`src/lrc_pkg.sv`:
```
// Package: shared types, constants and tables for the logistic residual corrector.
package lrc_pkg;
    localparam int KEY_COUNT       = 8;
    localparam int BITS_PER_SYMBOL = 8;
    localparam int BP_W  = (BITS_PER_SYMBOL > 1) ? $clog2(BITS_PER_SYMBOL) : 1;
    localparam int KI_W  = $clog2(KEY_COUNT);

    localparam logic [1:0] CFG_RATE_BASE   = 2'd0;
    localparam logic [1:0] CFG_RATE_GAIN   = 2'd1;
    localparam logic [1:0] CFG_WEIGHT_LEAK = 2'd2;
    localparam logic [1:0] CFG_ERROR_DECAY = 2'd3;

    localparam logic OP_PREDICT  = 1'b0;
    localparam logic OP_PERCEIVE = 1'b1;

    localparam int KEY_ONE = 4096;

    // datapath commands
    typedef struct packed {
        logic load_pred;
        logic load_perc;
        logic mac_step;
        logic z_step;
        logic pred_finish;
        logic beta_step;
        logic be_step;
        logic upd_step;
        logic perc_finish;
        logic [KI_W-1:0] idx;
    } lrc_cmd_t;

    function automatic logic [15:0] comp_lut(input logic [4:0] i);
        logic [15:0] v;
        case (i)
            5'd0:  v = 16'd32768; 5'd1:  v = 16'd24743; 5'd2:  v = 16'd17625;
            5'd3:  v = 16'd11955; 5'd4:  v = 16'd7812;  5'd5:  v = 16'd4971;
            5'd6:  v = 16'd3108;  5'd7:  v = 16'd1921;  5'd8:  v = 16'd1179;
            5'd9:  v = 16'd720;   5'd10: v = 16'd439;   5'd11: v = 16'd267;
            5'd12: v = 16'd162;   5'd13: v = 16'd98;    5'd14: v = 16'd60;
            5'd15: v = 16'd36;    5'd16: v = 16'd22;    5'd17: v = 16'd13;
            5'd18: v = 16'd8;     5'd19: v = 16'd5;     5'd20: v = 16'd3;
            5'd21: v = 16'd2;     5'd22: v = 16'd1;     5'd23: v = 16'd1;
            default: v = 16'd0;
        endcase
        return v;
    endfunction

    // position key for a constant bit position, Q3.12
    function automatic logic signed [15:0] pos_key(input int p);
        int t;
        if (BITS_PER_SYMBOL > 1) begin
            t = (p * 8192 + (BITS_PER_SYMBOL - 1) / 2) / (BITS_PER_SYMBOL - 1)
                - KEY_ONE;
        end else begin
            t = 0;
        end
        return 16'(t);
    endfunction
endpackage

```
`src/lrc_ctrl.sv`:
```
// Controller: sequences predict and perceive work over the shared datapath.
module lrc_ctrl import lrc_pkg::*; (
    input  logic     aclk,
    input  logic     aresetn,
    input  logic     s_fire,
    input  logic     s_op,
    input  logic     res_free,
    output logic     busy,
    output lrc_cmd_t cmd
);
    localparam logic [2:0] ST_IDLE = 3'd0;
    localparam logic [2:0] ST_MAC  = 3'd1;
    localparam logic [2:0] ST_PFIN = 3'd2;
    localparam logic [2:0] ST_BETA = 3'd3;
    localparam logic [2:0] ST_BE   = 3'd4;
    localparam logic [2:0] ST_UPD  = 3'd5;
    localparam logic [2:0] ST_UFIN = 3'd6;
    localparam logic [2:0] ST_ZST  = 3'd7;

    logic [2:0]      state_reg, state_next;
    logic [KI_W-1:0] idx_reg, idx_next;
    logic            last_idx;

    assign last_idx = (idx_reg == KI_W'(KEY_COUNT - 1));
    assign busy     = (state_reg != ST_IDLE);

    always_comb begin
        state_next = state_reg;
        idx_next   = idx_reg;
        cmd        = '0;
        cmd.idx    = idx_reg;
        unique case (state_reg)
            ST_IDLE: begin
                idx_next = '0;
                if (s_fire) begin
                    if (s_op == OP_PREDICT) begin
                        cmd.load_pred = 1'b1;
                        state_next    = ST_MAC;
                    end else begin
                        cmd.load_perc = 1'b1;
                        state_next    = ST_BETA;
                    end
                end
            end
            ST_MAC: begin
                cmd.mac_step = 1'b1;
                idx_next     = idx_reg + 1'b1;
                if (last_idx) state_next = ST_ZST;
            end
            ST_ZST: begin
                cmd.z_step = 1'b1;
                state_next = ST_PFIN;
            end
            ST_PFIN: begin
                if (res_free) begin
                    cmd.pred_finish = 1'b1;
                    state_next      = ST_IDLE;
                end
            end
            ST_BETA: begin
                cmd.beta_step = 1'b1;
                state_next    = ST_BE;
            end
            ST_BE: begin
                cmd.be_step = 1'b1;
                state_next  = ST_UPD;
            end
            ST_UPD: begin
                cmd.upd_step = 1'b1;
                idx_next     = idx_reg + 1'b1;
                if (last_idx) state_next = ST_UFIN;
            end
            ST_UFIN: begin
                cmd.perc_finish = 1'b1;
                state_next      = ST_IDLE;
            end
            default: state_next = ST_IDLE;
        endcase
    end

    always_ff @(posedge aclk) begin
        if (!aresetn) begin
            state_reg <= ST_IDLE;
            idx_reg   <= '0;
        end else begin
            state_reg <= state_next;
            idx_reg   <= idx_next;
        end
    end
endmodule

```
`config.mk`:
```
export PLATFORM = sky130hd
export DESIGN_NAME = lrc_ctrl
export DESIGN_NICKNAME = d
export VERILOG_FILES = /design/src/lrc_pkg.sv /design/src/lrc_ctrl.sv
export SDC_FILE = /design/constraint.sdc
export NUM_CORES = 1
export LEC_CHECK = 0
export BUFFER_PORTS_ARGS = -buffer_cell sky130_fd_sc_hd__buf_2
export CAP_MARGIN = 20
export CORE_AREA = 2 2 39 41
export CTS_BUF_LIST = sky130_fd_sc_hd__clkbuf_8
export CTS_CLUSTER_SIZE = 10
export DETAILED_ROUTE_END_ITERATION = 10
export DIE_AREA = 0 0 41 43
export PLACE_DENSITY = 0.63
export SYNTH_ARGS = -nofsm -noshare
export SYNTH_HDL_FRONTEND = slang
export SYNTH_SLANG_ARGS = --single-unit
```
`constraint.sdc`:
```
create_clock -name aclk -period 1.4 [get_ports aclk]
set_clock_uncertainty 0.15 [all_clocks]
set_input_delay 0.28 -clock aclk [delete_from_list [all_inputs] [get_ports aclk]]
set_output_delay 0.28 -clock aclk [all_outputs]
set_load 0.005 [all_outputs]
```
Yosys cells after proc, flatten, opt, wreduce, memory -nomap -nowiden:

Index checks and enable logic that the tools add are counted.
Widths: inputs -> output; s select.

* output and inout bits: 13
* bits in registers: 6
* input bits: 5
* logic and storage cells: 39

* add/subtract/negate cells: 1
* reductions and logical operators: 5
* muxes and demuxes: 19
* eq/ne operators: 12

Operators with widths (count)
* $pmux 3 s8: 1
* $eq 3x3->1 const B: 5
* $mux 3: 4
* $mux 1: 10
* $ne 2x2->1 const B: 4
* $eq 3x2->1 const B: 2
* $mux 2: 3
* $pmux 3 s2: 1
* $reduce_and 4->1: 1
* $add 3x1->3 const B: 1
* $eq 3x1->1 const B: 1
* $logic_not 3->1: 1
* $reduce_bool 3->1: 1
* $reduce_bool 2->1: 1
* $reduce_or 2->1: 1

Depth between registers and ports, before layout:

* depth after elaboration: 3
* depth in mapped cells: 5
* mapped depth without buffers: 5

Worst setup path after synthesis:

OpenSTA, ideal clock, no wires.

* path kind: register to register
* from: reg idx_reg[0]
* to: reg state_reg[0]
* required time: 1.162 ns
* period minus slack after synthesis: 1.333 ns
* buffers on the path: 0
* setup time: 0.088 ns
* stages on the path, launching flop included: 6
* setup slack: 0.067 ns
* data arrival time: 1.095 ns
* path through: dfxtp_1 -> ha_1 -> ha_1 -> a21oi_1 -> a21oi_1 -> a311oi_2

* word-level cells in the longest chain between the ends: 3
* elaborated cells between the ends (all ways): 4
* those cells by class: eq/ne: 3; reduce/logical: 1

RTL lines
* start: declaration: line lrc_ctrl.sv:21 `logic [KI_W-1:0] idx_reg, idx_next;`
* start signal: assignment: line lrc_ctrl.sv:87 `idx_reg <= idx_next;`
* $eq 3x3->1 *: line lrc_ctrl.sv:24 `assign last_idx = (idx_reg == KI_W'(KEY_COUNT - 1));`
* $ne 2x2->1 (no line)
* $reduce_and 4->1 (no line) *
* end signal: assignment: line lrc_ctrl.sv:86 `state_reg <= state_next;`
* end: declaration: line lrc_ctrl.sv:20 `logic [2:0] state_reg, state_next;`

Every way passes the cells marked *; elsewhere a longest branch is shown, timed or not.
A chain may end at the register's enable or synchronous reset.

==> run_results.csv <==
group,metric,value,unit
sta,slew_violations,0,
sta,rsz0062_at_grt,"true",
logic_synthesis,avgSynthCellArea,8.317,um2
floorplanning,core,0.001384,mm2
logic_synthesis,syn_area,424.2,um2
floorplanning,boundaryPins,18,
logic_synthesis,synth_top_area_share,28.32,%
worst_hold_path,hp-class,"in -> reg",
pwr,total_power,0.6472,mW
placement,dp_hpwl,760.3,um
clock_tree,clock_path_buffers,2,
logic_synthesis,synth_fa_ha_area_share,5.900,%
finish,area_delta_synth_final,64.01,%
pwr,ir_drop,565.3,uV
grt,grt_overflow,0,
critical_path,worst-endpoint-arrival,1.09,ns
logic_synthesis,synth_mux_area_share,2.655,%
grt,grt_pass1_wl,1.787,mm
detailed_routing,viasPerCell,4.907,
logic_synthesis,yosys-top-cells-count,"dfxtp_1 (6), a21oi_1 (5), nand2_1 (5)",
logic_synthesis,synthFlopType,"dfxtp_1",
clock_tree,cts_tree,"built",
finish,drive_above_1_share,65.43,%
worst_hold_path,hp-start,"aresetn",
logic_synthesis,synth_seq_cells,6,
pwr,internal-power,0.4642,mW
pwr,leakage,0.3393,nW
critical_path,critical_path.top_delay_family,"buffers and inverters",
critical_path,crit_required,0.97,ns
sta,relSlewSlack,84.61,%
detailed_routing,drt-pass1-iter-count,2,
sta,setup_ws,-0.1189,ns
detailed_routing,num_vias,476,
placement,postPlaceCellArea,548.0,um2
clock_tree,cts_hold_buf,0,
clock_tree,path_clk_slew,0.04,ns
logic_synthesis,synth_nets,58,
logic_synthesis,yosys.area_share.simple,28.32,%
grt,antenna_found_initial,0,
critical_path,crit_path_start_kind,"flip-flop",
finish,final_util,50.27,%
sta,finalSetupTns,-0.7843,ns
finish,post-route-cell-area,695.7,um2
clock_tree,cts_max_level,1,
logic_synthesis,async_reset_ff_share,0,%
logic_synthesis,synth.area.top_cells,"dfxtp_1 (28%), buf_6 (8.0%), a211oi_2 (5.9%)",
logic_synthesis,synth_top_family_by_area,"simple AND/OR/NAND/NOR gates",
logic_synthesis,yosysUniqueCellTypes,21,
outcome,status,"complete, but fails checks",
sta,fmax,658.4,MHz
critical_path,cp_num_buf_inv,3,
logic_synthesis,synth_xor_area_share,0,%
floorplanning,placementRows,14,
pwr,swShare,28.27,%
placement,io_buffers,17,
detailed_routing,first_iter_violations,4,
floorplanning,die_area,0.001763,mm2
sta,hold_slack,0.2419,ns
critical_path,crit_path_end_kind,"output port",
critical_path,timing.rr.start,"state_reg[0]$_SDFFE_PN0P_",
logic_synthesis,synth_compound_area_share,23.30,%
pwr,power_density,930.3,mW/mm2
clock_tree,insertion_delay,0.23,ns
critical_path,slowest_delay,0.36,ns
pwr,pwr-share-clk,41.4,%
grt,grt_pass1_vias,425,
logic_synthesis,synth_most_common_cell,"dfxtp_1",
flow_run,max-cap-violations,0,
critical_path,crit_path_start,"state_reg[1]$_SDFFE_PN0P_",
finish,n_fill_cell,145,
sta,finalHoldViolations,0,
logic_synthesis,ys_seq_area_share,28.32,%
logic_synthesis,yosys.area.top_type,"dfxtp_1",
detailed_routing,routed_wl,1.174,mm
detailed_routing,final_antenna_net_count,0,
logic_synthesis,yosys_warnings,0,
detailed_routing,drc_errors,0,
detailed_routing,routedWlPerCell,12.10,um
critical_path,path_cells,"buf_4 -> buf_6 -> and3_1 -> buf_2",
pwr,p_comb_share,27.4,%
floorplanning,start_util,30.65,%
grt,grt_max_degree,9,
outcome,violations,"negative setup slack",
critical_path,worstSetupPathType,"reg -> out",
critical_path,critical_path.slowest_cell,"dfxtp_4",
logic_synthesis,syn_inst,51,
sta,period_share,108.5,%
clock_tree,cts_buffers,3,
clock_tree,cts.sinks,6,
floorplanning,fp.dieH,43,um
critical_path,crit_fanout,7,
pwr,sequentialPowerShare,31.2,%
grt,grt_usage,15.21,%
floorplanning,die_w,41,um
sta,fin_crit,1.519,ns
finish,n_antenna_cell,0,
sta,finalSetupViolations,9,
logic_synthesis,synth_edf_count,0,
finish,nets,90,
clock_tree,cts_root_buf,"clkbuf_8",
placement,finalWeightedCongestion,0.7323,
sta,tightest_slew,0.2306,ns
pwr,switchingPower,0.1830,mW
-- worst min-delay path, delay by kind of cell --
kind | cells | cell delay, ns
buf+inv | 2 | 0.17
simple gates | 1 | 0.12
-- metrics by stage --
stage / setup slack (ns) / cells
after floorplan: 0.06668 / 51
after global placement: 0.05557 / 88
after detailed placement: 0.01566 / 88
after CTS: -0.1015 / 94
after global routing: -0.1883 / 97
final: -0.1189 / 97
-- path summary, 6_finish.rpt --
path / endpoint / cells after the start / slack (ns)
max reg2reg: state_reg[1]$_SDFFE_PN0P_ / 5 / 0.06
max: cmd[8] / 4 / -0.12
min: state_reg[2]$_SDFFE_PN0P_ / 3 / 0.24
min reg2reg: idx_reg[1]$_SDFFE_PN0P_ / 2 / 0.34
-- cell type report --
class / instances / area [um2] / area share, %
Multi-Input combinational cell: 38 / 295.3 / 42.45
Timing Repair Buffer: 30 / 190.2 / 27.34
Sequential cell: 6 / 131.4 / 18.88
Clock buffer: 3 / 41.29 / 5.935
Tap cell: 16 / 20.02 / 2.878
Inverter: 4 / 17.52 / 2.518
-- power by group through the flow --
stage | Combinational (mW) | Sequential [mW] | Clock [mW]
2_1_floorplan | 0.0897 | 0.194 | 0
3_3_place_gp | 0.129 | 0.201 | 0
3_5_place_dp | 0.130 | 0.201 | 0
4_1_cts | 0.147 | 0.202 | 0.269
5_1_grt | 0.198 | 0.204 | 0.281
6_report | 0.177 | 0.202 | 0.268
-- kinds of logic after synthesis --
family                     count (synthesis)
and+or+nand+nor                           21
AOI/OAI and AO/OA                         14
buffers and inverters                      7
DFF                                        6
adders and majority gates                  2
muxes                                      1
-- per-layer routing --
metal / share of wire (%) / wire length [um] / GRT usage (%) / vias to the layer above
li1: - / - / - / 242
met1: 41 / 479 / 17.53 / 211
met2: 49 / 581 / 23.75 / 19
met3: 7.4 / 87 / 3.141 / 4
met4: 2.2 / 26 / 10.00 / 0
met5: 0 / 0 / 0 / -
-- placed cells by master, fill, tap and decap left out, drive strengths merged --
cell / count
nor3: 5
mux2: 1
ha: 2
nor2: 3
nand2: 5
a21oi: 5
inv: 4
buf: 30
o21ai: 5
dfxtp: 6
a32oi: 1
clkbuf: 3
a211oi: 2
and3: 2
nand2b: 1
nor2b: 2
a311oi: 1
and2: 3
-- repair_timing --
action	4_1_cts	5_1_grt
setup endpoints to repair	10	13
endpoints found under the hold margin	0	0
buffers inserted	3	3
pin swaps	2	6
resized for setup	8	13
(Power assumes the default switching activity.)
